File: src/rtl/core/sqtraj_pkg.sv
// Shared types, constants and helpers for the square cubic trajectory generator.
`timescale 1ns / 1ps
`default_nettype none

package sqtraj_pkg;

  localparam int unsigned TIME_BITS_DEF = 20;
  localparam int unsigned POS_W         = 32;
  localparam int unsigned CFG_W         = 32;
  localparam int unsigned CFG_IDX_W     = 2;
  localparam int unsigned LEG_W         = 3;
  localparam int unsigned WEIGHT_BITS   = 24;
  localparam int unsigned WGT_W         = WEIGHT_BITS + 1;
  localparam int unsigned MUL_A_W       = POS_W;
  localparam int unsigned MUL_B_W       = WGT_W;
  localparam int unsigned PROD_W        = MUL_A_W + MUL_B_W;
  localparam int unsigned EXT_W         = POS_W + 4;
  localparam int unsigned LEG_TICKS_RST = 1000;

  localparam logic [LEG_W-1:0] LEG_IDLE   = 3'd0;
  localparam logic [LEG_W-1:0] LEG_X_OUT  = 3'd1;
  localparam logic [LEG_W-1:0] LEG_Y_OUT  = 3'd2;
  localparam logic [LEG_W-1:0] LEG_X_BACK = 3'd3;
  localparam logic [LEG_W-1:0] LEG_Y_BACK = 3'd4;

  localparam logic CMD_TICK  = 1'b0;
  localparam logic CMD_START = 1'b1;

  localparam logic signed [EXT_W-1:0] POS_MAX_EXT = 36'sh0_7FFF_FFFF;
  localparam logic signed [EXT_W-1:0] POS_MIN_EXT = 36'shF_8000_0000;

  typedef enum logic [CFG_IDX_W-1:0] {
    REG_LEG_DX,
    REG_LEG_DY,
    REG_TICKS_X,
    REG_TICKS_Y
  } sqtraj_reg_e;

  typedef enum logic [1:0] {
    ST_IDLE,
    ST_DECIDE,
    ST_CALC,
    ST_EMIT
  } sqtraj_state_e;

  typedef enum logic [2:0] {
    C_IDLE,
    C_DIV,
    C_SQ,
    C_CUBE,
    C_WEIGHT,
    C_SCALE,
    C_SUM
  } sqtraj_calc_e;

  typedef struct packed {
    logic start;
    logic neg;
  } sqtraj_req_t;

  function automatic logic signed [POS_W-1:0] sat_pos(input logic signed [EXT_W-1:0] v);
    logic signed [POS_W-1:0] r;
    if (v > POS_MAX_EXT) begin
      r = POS_MAX_EXT[POS_W-1:0];
    end else if (v < POS_MIN_EXT) begin
      r = POS_MIN_EXT[POS_W-1:0];
    end else begin
      r = v[POS_W-1:0];
    end
    return r;
  endfunction

endpackage

`default_nettype wire

File: src/rtl/core/sqtraj_calc.sv
// Iterative blend unit: divider, shared multiplier and rounding for one leg position.
`timescale 1ns / 1ps
`default_nettype none

module sqtraj_calc import sqtraj_pkg::*; #(
  parameter int unsigned TIME_BITS = TIME_BITS_DEF
) (
  input  wire                           clk_i,
  input  wire                           rst_ni,
  input  sqtraj_req_t                   req_i,
  input  wire        [TIME_BITS-1:0]    elapsed_i,
  input  wire        [TIME_BITS-1:0]    ticks_i,
  input  wire        [POS_W-1:0]        mag_i,
  input  wire signed [POS_W-1:0]        base_i,
  output logic                          done_o,
  output logic signed [POS_W-1:0]       pos_o
);

  localparam int unsigned CNT_W = $clog2(WEIGHT_BITS);
  localparam int unsigned RND_W = PROD_W + 1 - WEIGHT_BITS;
  localparam logic [PROD_W:0] HALF = (PROD_W + 1)'(1) << (WEIGHT_BITS - 1);

  sqtraj_calc_e state_q, state_d;
  logic [CNT_W-1:0] cnt_q, cnt_d;
  logic done_q, done_d;

  logic [TIME_BITS-1:0] rem_q, ticks_q;
  logic [WEIGHT_BITS-1:0] quo_q, s2_q;
  logic [WGT_W-1:0] wgt_q;
  logic [PROD_W-1:0] prod_q;
  logic [POS_W-1:0] mag_q;
  logic signed [POS_W-1:0] base_q, pos_q;
  logic neg_q;

  logic [TIME_BITS:0] rem_sh, rem_sub;
  logic rem_ge;
  logic [MUL_A_W-1:0] mul_a;
  logic [MUL_B_W-1:0] mul_b;
  logic [PROD_W-1:0] mul_p;
  logic [WEIGHT_BITS-1:0] s3;
  logic [WGT_W+1:0] wgt;
  logic [PROD_W:0] rnd;
  logic [RND_W-1:0] step;
  logic signed [EXT_W-1:0] base_ext, step_ext, sum;

  // One restoring division step per cycle on the remainder.
  assign rem_sh  = {rem_q, 1'b0};
  assign rem_ge  = rem_sh >= {1'b0, ticks_q};
  assign rem_sub = rem_sh - {1'b0, ticks_q};

  always_comb begin
    unique case (state_q)
      C_SQ: begin
        mul_a = MUL_A_W'(quo_q);
        mul_b = MUL_B_W'(quo_q);
      end
      C_CUBE: begin
        mul_a = MUL_A_W'(prod_q[2*WEIGHT_BITS-1:WEIGHT_BITS]);
        mul_b = MUL_B_W'(quo_q);
      end
      default: begin
        mul_a = mag_q;
        mul_b = wgt_q;
      end
    endcase
  end

  assign mul_p = PROD_W'(mul_a) * PROD_W'(mul_b);

  assign s3  = prod_q[2*WEIGHT_BITS-1:WEIGHT_BITS];
  assign wgt = ({2'b00, s2_q, 1'b0} + {3'b000, s2_q}) - {2'b00, s3, 1'b0};

  // Round the magnitude to nearest, ties away from zero, then apply the sign.
  assign rnd      = {1'b0, prod_q} + HALF;
  assign step     = rnd[PROD_W:WEIGHT_BITS];
  assign base_ext = {{(EXT_W - POS_W){base_q[POS_W-1]}}, base_q};
  assign step_ext = EXT_W'(step);
  assign sum      = neg_q ? (base_ext - step_ext) : (base_ext + step_ext);

  always_comb begin
    state_d = state_q;
    cnt_d   = cnt_q;
    done_d  = 1'b0;
    unique case (state_q)
      C_IDLE: begin
        if (req_i.start) begin
          cnt_d   = CNT_W'(WEIGHT_BITS - 1);
          state_d = C_DIV;
        end
      end
      C_DIV: begin
        cnt_d = cnt_q - 1'b1;
        if (cnt_q == '0) begin
          state_d = C_SQ;
        end
      end
      C_SQ:     state_d = C_CUBE;
      C_CUBE:   state_d = C_WEIGHT;
      C_WEIGHT: state_d = C_SCALE;
      C_SCALE:  state_d = C_SUM;
      C_SUM: begin
        done_d  = 1'b1;
        state_d = C_IDLE;
      end
      default: state_d = C_IDLE;
    endcase
  end

  always_ff @(posedge clk_i or negedge rst_ni) begin
    if (!rst_ni) begin
      state_q <= C_IDLE;
      cnt_q   <= '0;
      done_q  <= 1'b0;
    end else begin
      state_q <= state_d;
      cnt_q   <= cnt_d;
      done_q  <= done_d;
    end
  end

  always_ff @(posedge clk_i) begin
    unique case (state_q)
      C_IDLE: begin
        if (req_i.start) begin
          rem_q   <= elapsed_i;
          ticks_q <= ticks_i;
          mag_q   <= mag_i;
          base_q  <= base_i;
          neg_q   <= req_i.neg;
        end
      end
      C_DIV: begin
        quo_q <= {quo_q[WEIGHT_BITS-2:0], rem_ge};
        rem_q <= rem_ge ? rem_sub[TIME_BITS-1:0] : rem_sh[TIME_BITS-1:0];
      end
      C_SQ: prod_q <= mul_p;
      C_CUBE: begin
        s2_q   <= prod_q[2*WEIGHT_BITS-1:WEIGHT_BITS];
        prod_q <= mul_p;
      end
      C_WEIGHT: wgt_q <= wgt[WGT_W-1:0];
      C_SCALE:  prod_q <= mul_p;
      C_SUM:    pos_q <= sat_pos(sum);
      default: ;
    endcase
  end

  assign done_o = done_q;
  assign pos_o  = pos_q;

endmodule

`default_nettype wire

File: src/rtl/core/square_cubic_trajectory_generator.sv
// Top level of the square XY setpoint generator built from four cubic legs.
//
// Input stream: tuser carries the command (0 tick, 1 start); tdata carries the
// start corner, X in bits 31:0 and Y in bits 63:32, used only on a start.
// Output stream: one result per input transaction. tdata holds the X and Y
// setpoints in Q16.16, tuser the current leg (0 idle, 1 to 4) and the done flag.
// Legs run X out, Y out, X back, Y back, each over its configured tick count.
// Configuration writes go through cfg_we_i, cfg_idx_i and cfg_data_i and are
// applied at once; the user must make them while the block is idle (not enforced).
// Steps: a start, a tick while idle or done, or a tick that ends a leg goes from
// decide straight to the output load; a tick inside a leg runs decide, a bit-serial
// divide, three shared-multiplier passes, weight, rounding, write-back and output
// load. Input is ready again only after the output load.
// One transaction is in flight at a time; the next is taken once the result has
// moved to the output register. A stalled receiver holds the result in that
// register and input is refused after one further transaction.
// Reset clears the configuration to zero sides and 1000-tick legs, the setpoint
// to zero and the leg to idle.
`timescale 1ns / 1ps
`default_nettype none

module square_cubic_trajectory_generator import sqtraj_pkg::*; #(
  parameter int unsigned TIME_BITS = TIME_BITS_DEF
) (
  input  wire                  clk_i,
  input  wire                  rst_ni,
  input  wire                  s_axis_tvalid,
  output logic                 s_axis_tready,
  input  wire  [63:0]          s_axis_tdata,   // start_x [31:0], start_y [63:32]
  input  wire                  s_axis_tuser,   // command [0]
  output logic                 m_axis_tvalid,
  input  wire                  m_axis_tready,
  output logic [63:0]          m_axis_tdata,   // pos_x [31:0], pos_y [63:32]
  output logic [3:0]           m_axis_tuser,   // leg [2:0], done_res [3]
  input  wire                  cfg_we_i,
  input  wire  [CFG_IDX_W-1:0] cfg_idx_i,
  input  wire  [CFG_W-1:0]     cfg_data_i
);

  sqtraj_state_e state_q, state_d;

  logic signed [POS_W-1:0] leg_dx_q, leg_dy_q;
  logic [TIME_BITS-1:0] ticks_x_q, ticks_y_q;

  logic cmd_q, cmd_d;
  logic signed [POS_W-1:0] in_x_q, in_x_d, in_y_q, in_y_d;
  logic signed [POS_W-1:0] corner_x_q, corner_x_d, corner_y_q, corner_y_d;
  logic signed [POS_W-1:0] held_x_q, held_x_d, held_y_q, held_y_d;
  logic [LEG_W-1:0] leg_q, leg_d;
  logic [TIME_BITS-1:0] elapsed_q, elapsed_d, e_q, e_d;
  logic finished_q, finished_d;
  logic calc_x_q, calc_x_d;
  logic m_valid_q, m_valid_d;
  logic [63:0] m_data_q, m_data_d;
  logic [3:0] m_user_q, m_user_d;

  logic in_acc, out_free;
  logic is_x, going_out, active, move, neg;
  logic [TIME_BITS-1:0] t_sel;
  logic signed [POS_W-1:0] c_sel, d_sel, end_pt, p0, p1;
  logic [POS_W:0] d_abs;
  logic [TIME_BITS:0] e_full;
  sqtraj_req_t req;
  logic calc_done;
  logic signed [POS_W-1:0] calc_pos;

  assign in_acc   = s_axis_tvalid && s_axis_tready;
  assign out_free = !m_valid_q || m_axis_tready;

  // Leg geometry, formed from registered state in the decide cycle.
  assign is_x      = (leg_q == LEG_X_OUT) || (leg_q == LEG_X_BACK);
  assign going_out = (leg_q == LEG_X_OUT) || (leg_q == LEG_Y_OUT);
  assign active    = (leg_q != LEG_IDLE) && !finished_q;
  assign t_sel     = is_x ? ticks_x_q : ticks_y_q;
  assign c_sel     = is_x ? corner_x_q : corner_y_q;
  assign d_sel     = is_x ? leg_dx_q : leg_dy_q;
  assign end_pt    = sat_pos(EXT_W'(c_sel) + EXT_W'(d_sel));
  assign p0        = going_out ? c_sel : end_pt;
  assign p1        = going_out ? end_pt : c_sel;
  assign d_abs     = d_sel[POS_W-1] ? -{d_sel[POS_W-1], d_sel} : {1'b0, d_sel};
  // The return legs run the side length backwards.
  assign neg       = d_sel[POS_W-1] ^ !going_out;
  assign e_full    = {1'b0, elapsed_q} + 1'b1;
  assign move      = e_full < {1'b0, t_sel};

  sqtraj_calc #(
    .TIME_BITS (TIME_BITS)
  ) u_calc (
    .clk_i     (clk_i),
    .rst_ni    (rst_ni),
    .req_i     (req),
    .elapsed_i (e_full[TIME_BITS-1:0]),
    .ticks_i   (t_sel),
    .mag_i     (d_abs[POS_W-1:0]),
    .base_i    (p0),
    .done_o    (calc_done),
    .pos_o     (calc_pos)
  );

  always_comb begin
    state_d    = state_q;
    cmd_d      = cmd_q;
    in_x_d     = in_x_q;
    in_y_d     = in_y_q;
    corner_x_d = corner_x_q;
    corner_y_d = corner_y_q;
    held_x_d   = held_x_q;
    held_y_d   = held_y_q;
    leg_d      = leg_q;
    elapsed_d  = elapsed_q;
    finished_d = finished_q;
    calc_x_d   = calc_x_q;
    e_d        = e_q;
    m_valid_d  = m_valid_q && !m_axis_tready;
    m_data_d   = m_data_q;
    m_user_d   = m_user_q;
    req        = '0;
    req.neg    = neg;
    s_axis_tready = (state_q == ST_IDLE);

    unique case (state_q)
      ST_IDLE: begin
        if (in_acc) begin
          cmd_d   = s_axis_tuser;
          in_x_d  = s_axis_tdata[31:0];
          in_y_d  = s_axis_tdata[63:32];
          state_d = ST_DECIDE;
        end
      end
      ST_DECIDE: begin
        state_d = ST_EMIT;
        if (cmd_q == CMD_START) begin
          corner_x_d = in_x_q;
          corner_y_d = in_y_q;
          held_x_d   = in_x_q;
          held_y_d   = in_y_q;
          leg_d      = LEG_X_OUT;
          elapsed_d  = '0;
          finished_d = 1'b0;
        end else if (active) begin
          if (move) begin
            req.start = 1'b1;
            calc_x_d  = is_x;
            e_d       = e_full[TIME_BITS-1:0];
            state_d   = ST_CALC;
          end else begin
            if (is_x) begin
              held_x_d = p1;
            end else begin
              held_y_d = p1;
            end
            elapsed_d = '0;
            if (leg_q == LEG_Y_BACK) begin
              finished_d = 1'b1;
            end else begin
              leg_d = leg_q + 1'b1;
            end
          end
        end
      end
      ST_CALC: begin
        if (calc_done) begin
          if (calc_x_q) begin
            held_x_d = calc_pos;
          end else begin
            held_y_d = calc_pos;
          end
          elapsed_d = e_q;
          state_d   = ST_EMIT;
        end
      end
      ST_EMIT: begin
        if (out_free) begin
          m_valid_d = 1'b1;
          m_data_d  = {held_y_q, held_x_q};
          m_user_d  = {finished_q, leg_q};
          state_d   = ST_IDLE;
        end
      end
      default: state_d = ST_IDLE;
    endcase
  end

  always_ff @(posedge clk_i or negedge rst_ni) begin
    if (!rst_ni) begin
      state_q    <= ST_IDLE;
      cmd_q      <= CMD_TICK;
      in_x_q     <= '0;
      in_y_q     <= '0;
      corner_x_q <= '0;
      corner_y_q <= '0;
      held_x_q   <= '0;
      held_y_q   <= '0;
      leg_q      <= LEG_IDLE;
      elapsed_q  <= '0;
      finished_q <= 1'b0;
      calc_x_q   <= 1'b0;
      e_q        <= '0;
      m_valid_q  <= 1'b0;
      m_data_q   <= '0;
      m_user_q   <= '0;
    end else begin
      state_q    <= state_d;
      cmd_q      <= cmd_d;
      in_x_q     <= in_x_d;
      in_y_q     <= in_y_d;
      corner_x_q <= corner_x_d;
      corner_y_q <= corner_y_d;
      held_x_q   <= held_x_d;
      held_y_q   <= held_y_d;
      leg_q      <= leg_d;
      elapsed_q  <= elapsed_d;
      finished_q <= finished_d;
      calc_x_q   <= calc_x_d;
      e_q        <= e_d;
      m_valid_q  <= m_valid_d;
      m_data_q   <= m_data_d;
      m_user_q   <= m_user_d;
    end
  end

  always_ff @(posedge clk_i or negedge rst_ni) begin
    if (!rst_ni) begin
      leg_dx_q  <= '0;
      leg_dy_q  <= '0;
      ticks_x_q <= TIME_BITS'(LEG_TICKS_RST);
      ticks_y_q <= TIME_BITS'(LEG_TICKS_RST);
    end else if (cfg_we_i) begin
      unique case (cfg_idx_i)
        REG_LEG_DX:  leg_dx_q  <= cfg_data_i[POS_W-1:0];
        REG_LEG_DY:  leg_dy_q  <= cfg_data_i[POS_W-1:0];
        REG_TICKS_X: ticks_x_q <= cfg_data_i[TIME_BITS-1:0];
        REG_TICKS_Y: ticks_y_q <= cfg_data_i[TIME_BITS-1:0];
        default: ;
      endcase
    end
  end

  assign m_axis_tvalid = m_valid_q;
  assign m_axis_tdata  = m_data_q;
  assign m_axis_tuser  = m_user_q;

endmodule

`default_nettype wire
File: config.mk
export PLATFORM = sky130hd
export DESIGN_NAME = square_cubic_trajectory_generator
export DESIGN_NICKNAME = d
export VERILOG_FILES = /design/src/rtl/core/sqtraj_pkg.sv /design/src/rtl/core/sqtraj_calc.sv /design/src/rtl/core/square_cubic_trajectory_generator.sv
export SDC_FILE = /design/constraint.sdc
export NUM_CORES = 2
export LEC_CHECK = 0
export ABC_CLOCK_PERIOD_IN_PS = 22100
export BUFFER_PORTS_ARGS = -buffer_cell sky130_fd_sc_hd__buf_2
export CAP_MARGIN = 40
export CORE_ASPECT_RATIO = 1.4
export CORE_MARGIN = 4
export CORE_UTILIZATION = 60
export DETAILED_ROUTE_END_ITERATION = 8
export PLACE_DENSITY = 0.8
export SETUP_SLACK_MARGIN = 0.3
export SYNTH_ARGS = -nofsm -noshare
export SYNTH_HDL_FRONTEND = slang
export SYNTH_SLANG_ARGS = --single-unit
File: constraint.sdc
create_clock -name clk_i -period 22.1 [get_ports clk_i]
set_input_delay 4.42 -clock clk_i [delete_from_list [all_inputs] [get_ports clk_i]]
set_output_delay 4.42 -clock clk_i [all_outputs]
set_load 0.01 [all_outputs]
# Word level (Yosys, flattened, before mapping)
# Index checks and enable logic that the tools add are counted.
# totals
inputBits	104
elab_cells	182
regBits	689
# classes
mul	1
add_sub_neg	11
reduce_logical	38
bitwise_logic	2
n_eq_ne	29
mux	61
n_lt_le_gt_ge	6
# op_table
op	n
$mux W32	19
$pmux W32 S2	3
$mux W20	7
$pmux W20 S2	2
$add A57 B24 Y58 const B	1
$mul A32 B25 Y57	1
$add A32 B35 Y36	1
$gt A36 B32 Y1 const B	1
$lt A36 B32 Y1 const B	1
$mux W36	1
$sub A32 B35 Y36	1
$add A32 B32 Y33	1
$gt A33 B32 Y1 const B	1
$lt A33 B32 Y1 const B	1
$neg A32 Y32	1
$mux W31	1
$add A25 B24 Y25	1
$mux W25	1
$sub A25 B25 Y25	1
$add A20 B1 Y21 const B	1
$ge A21 B20 Y1	1
$lt A21 B20 Y1	1
$reduce_and A2 Y1	10
$sub A20 B20 Y20	1
other kinds (32)	88

# Depth between registers and ports, before layout
# logic_depth
depth_word	13
mapped_depth	34
depth_no_buf	30

# Hierarchy
# Synthesis repeated with hierarchy kept, for this count alone.
# hier_totals
cells_unflattened	6339
hier_area_um2	62240.9
# modules_own_cells
module	seq_area_each_um2	instances	area_per_inst_um2	cells_each
sqtraj_calc	7552.2	1	40189.8	4278
square_cubic_trajectory_generator	10349.9	1	22051.1	2061

# Least setup slack after synthesis
# Ideal clock, no wire load.
# synth_path
path_type	register to register
startpoint	register u_calc.state_q[2]
endpoint	register u_calc.prod_q[47], data pin
required_ns	21.842
stages_incl_launch_ff	31
slack_ns	13.579
t_arrival_ns	8.264
period_less_slack_ns	8.521
path_cell_list	dfrtp_1 > nand2b_1 > clkbuf_1 > buf_1 > clkbuf_1 > mux2i_1 > clkbuf_1 > nor2_1 > fa_1 > inv_1 > fa_1 > inv_1 > fa_1 > fa_1 > fa_1 > fa_1 > inv_1 > fa_1 > inv_1 > ha_1 > a21o_1 > a21o_1 > a221oi_1 > nand2_1 > a2111o_1 > a41oi_1 > o31ai_1 > and2_1 > o21a_1 > nor2_1 > xnor2_1
# synth_between
elab_chain_len	4
# synth_rtl
element	line_no	source
start, declared	sqtraj_calc.sv:23	sqtraj_calc_e state_q, state_d;
start signal, assigned	sqtraj_calc.sv:115	state_q <= state_d;
$eq A3 B2 Y1	sqtraj_calc.sv:52	unique case (state_q)
$reduce_or A2 Y1 (no source line)	--	
$mux W25	sqtraj_calc.sv:52	
$mul A32 B25 Y57 *	sqtraj_calc.sv:68	assign mul_p = PROD_W'(mul_a) * PROD_W'(mul_b);
named net u_calc.mul_p[47]	sqtraj_calc.sv:39	logic [PROD_W-1:0] mul_p;
end signal, assigned	sqtraj_calc.sv:136	C_SQ: prod_q <= mul_p;
end signal, assigned	sqtraj_calc.sv:139	prod_q <= mul_p;
end signal, assigned	sqtraj_calc.sv:142	C_SCALE: prod_q <= mul_p;
end, declared	sqtraj_calc.sv:30	logic [PROD_W-1:0] prod_q;
# The timed path passes the listed nets; every way through them passes the cells marked *.
# A chain may end at the register's enable or synchronous reset.

# Worst setup path after layout
# layout_path
startpoint	register u_calc.state_q[1]
endpoint	register u_calc.prod_q[56], data pin
# The elaborated chain is that of the path after synthesis.

==> key figures <==
Timing
  – Slew Limit Fails: 0
  – FMAX: 0.08881 GHz
  – Slew @ Worst Pin: slightly above 1 ns
  – Fin. Hold Viols: 0
  – Crit share post-route: 0.5095
  – Hold WS: 0.4690 ns
  – Clk_skew: ~0.024 ns
  – RSZ-0062 raised after global routing: false
  – Setup TNS: 0 ns
  – Slew margin rel.: 0.3176
  – Final setup viols: 0
  – Tmin final: 11.26 ns

Cells and area
  – Area grow syn2layout: 8.063%
  – FF/Latch Area: about 18000 µm²
  – Area of the multi-input gates: 39010 µm²
  – Fillers: 7815
  – Nets: 7432
  – Layout cells sized above 1: 0.1358

CTS
  – CTS buffer count: 66
  – Clock buffer depth: 3
  – Clock sink count: approximately 670
  – Root Driver: clkbuf_16
  – Setup Buffers After CTS: 0
  – Hold buffers post-CTS: 0
  – # H-tree levels: 3
  – TritonCTS clock tree: built
  – Clock slew at reported path FFs: 0.07 ns
  – Worst skew pair latency: 0.67 ns
  – Post-cts repair resize count: 0

Floorplanning
  – Die Width: 278.6 µm
  – # rows: 138
  – Die area: 107800 µm²
  – Initial Utilization: 0.6067
  – Die height: 386.8 µm
  – Num ports: approximately 170
  – Area of the core: 101400 µm²

Routing
  – DRT iter0 DRCs: 3870
  – Routed WL: 189.4 mm
  – Avg WL per Cell: about 25 µm
  – DR DRC count: 0
  – Post-DRT Antenna Nets: 0
  – Drt pass-1 iters: 6
  – Vias: 47480
  – Via/cell ratio: 6.187

Place
  – Hpwl dp: between 100 and 150 mm
  – Number of port buffers: 173
  – GP Congestion: 1.046

Min path
  – Hold endpoint: u_calc.wgt_q[0]$_DFFE_PP_
  – Hold depth: 0
  – Hold path startpoint: u_calc.s2_q[0]$_DFFE_PN_
  – Hold crit path type: register to register

Synth
  – Mapped Nets: between 7000 and 8000
  – Synth Cell Area: 61500 µm²
  – Post-synth EDFFs: 244
  – Gate Count Post-Synth: 6214
  – Yosys reg bits: 666
  – Sequential area share after synthesis: 0.2911
  – Async SR Flop Fraction: 0.6336
  – Area leader, netlist: fa_1
  – Dominant synthesized flop cell: dfrtp_1
  – Yosys warnings: 0
  – Top-area cell type share of the netlist area: 0.2321
  – Synth unique cells: 105
  – Avg Inst Size Synth: 9.896 µm²
  – Top post-synthesis cells by area: fa_1 23%, dfrtp_1 17%, edfxtp_1 12%

Critical path
  – Crit path kind: register to register
  – R2R cell count: 28
  – RR Endpoint: u_calc.prod_q[56]$_DFFE_PP_
  – CP dominant cell by count: fa_1
  – FF-to-FF setup slack: 10.84 ns
  – Crit path DAT: 11.65 ns
  – Startpoint types: register
  – Worst flop-to-flop path startpoint: u_calc.state_q[1]$_DFFE_PN0P_
  – Critical Path Start: u_calc.state_q[1]$_DFFE_PN0P_
  – Critical path's largest stage delay: ~0.81 ns
  – Crit. End Element: register
  – Critical Path RT: 22.49 ns
  – Slowest-stage cell, CP: buf_4
  – CP Max Fanout: 86

Global routing
  – Vias in the first global route: 50740
  – Remaining Overflow, GRT: 0
  – Antenna violations before repair: 14
  – Total global-route track usage: 0.3538
  – Largest net degree at the start of global routing: 181
  – First-pass GRT wire length: 291.1 mm

Job
  – Max_cap viols: 0

Run status
  – Status: completed
==> how the worst max path moves through the flow <==
stage,to,slack [ns],depth (start not counted)
2_1_floorplan,u_calc.prod_q[47]$_DFFE_PP_,13.58,30
3_3_place_gp,u_calc.prod_q[47]$_DFFE_PP_,11.28,28
3_5_place_dp,u_calc.prod_q[47]$_DFFE_PP_,11.21,28
4_1_cts,u_calc.prod_q[47]$_DFFE_PP_,11.16,28
5_1_grt,u_calc.prod_q[47]$_DFFE_PP_,10.30,28
6_report,u_calc.prod_q[56]$_DFFE_PP_,10.84,28
==> state kept, by name, summed over array words and instances (netlist names), 24 cells and up <==
register / flops
m_axis_tdata: 64
u_calc.prod_q: 34
corner_x_q: 32
corner_y_q: 32
held_x_q: 32
held_y_q: 32
in_x_q: 32
in_y_q: 32
leg_dx_q: 32
leg_dy_q: 32
u_calc.base_q: 32
u_calc.mag_q: 32
u_calc.pos_o: 32
u_calc.wgt_q: 25
u_calc.quo_q: 24
u_calc.s2_q: 24
==> cells by family after synthesis <==
group           Yosys count  synth area share
fa+ha+maj              1046            0.2998
mux                     464           0.08250
xor+xnor                244           0.03512
simple gates           1726            0.1261
flops                   666            0.2911
compound gates          832           0.08824
buf+inv                1236           0.07707
==> placed cells by master (no fill, tap or decap), types with 11 or more instances in the layout <==
cell type  Yosys  routed
and2_1        46      46
nand4_1       32      32
a31oi_1       35      35
o21a_1        41      41
a21oi_1      214     214
o31ai_1       43      43
nor2_1       523     521
nand2b_1      32      31
edfxtp_1     244     244
dfrtp_1      410     409
o21ai_2       20      20
fa_1         713     713
nand3_1       88      87
xor2_1        81      81
or2_2         14      14
nor3_1        60      58
a21o_1        79      79
nor2b_1       26      26
mux2_2       343     343
o21bai_1      18      18
a221oi_1      14      14
and4_1        12      12
dfstp_2       12      12
clkbuf_1     251      11
o21ai_0      181     173
buf_2         15     176
inv_1        937     937
nand2_1      695     692
o21ai_1       14      20
a211oi_1      27      27
mux2i_1      121     115
ha_1         332     331
buf_4          3     103
clkbuf_16      0      71
and3_1       130     130
o41ai_1       17      17
xnor2_1      160     160
==> worst max-delay path, delay by kind of cell, from the launching register on <==
kind / cells / cell delay (ns)
flops: 1 / 0.51
fa+ha+maj: 8 / 4.18
compound gates: 7 / 2.70
simple gates: 6 / 1.69
buf+inv: 6 / 1.65
xor+xnor: 1 / 0.13
==> cell usage after synthesis (26+ instances only) <==
master and n:
and2_1 46, o21a_1 41, xor2_1 81, clkbuf_1 251
mux2_2 343, nor3_1 60, dfrtp_1 410, ha_1 332
mux2i_1 121, nand2b_1 32, o31ai_1 43, inv_1 937
nand2_1 695, edfxtp_1 244, nand3_1 88, and3_1 130
a21oi_1 214, o21ai_0 181, a31oi_1 35, a211oi_1 27
fa_1 713, nand4_1 32, a21o_1 79, nor2b_1 26
nor2_1 523, xnor2_1 160
==> cell type report <==
cell class,count,share of cell area
Multi-Input combinational cell,4312,0.5870
Clock inverter,29,0.005554
Antenna cell,10,0.0003766
Tap cell,1330,0.02504
Clock buffer,91,0.02922
Timing Repair Buffer,297,0.03031
Sequential cell,666,0.2694
Inverter,940,0.05309
==> stage by stage <==
step	utilization	instances	worst slack (ns)	cell area, µm²
3_3_place_gp	0.6285	7515	11.28	63700
4_1_cts	0.6550	7663	11.16	66390
5_1_grt	0.6555	7667	10.30	66440
2_1_floorplan	-	6214	13.58	61500
6_report	0.6557	7675	10.84	66460
3_5_place_dp	0.6322	7543	11.21	64080
==> layer usage <==
metal / track usage / wire, µm / part of all wire / vias up
met3: 0.08169 / 15780 / 0.083 / 963
met5: 0 / 60 / 0.00032 / -
met1: 0.3796 / 61720 / 0.33 / 23530
li1: - / - / - / 20440
met4: 0.3029 / 20830 / 0.11 / 8
met2: 0.5877 / 91050 / 0.48 / 2544
Power is left out: the tool's default activity adds up to more than one toggle a clock period on the data nets, which glitch-free logic cannot reach.
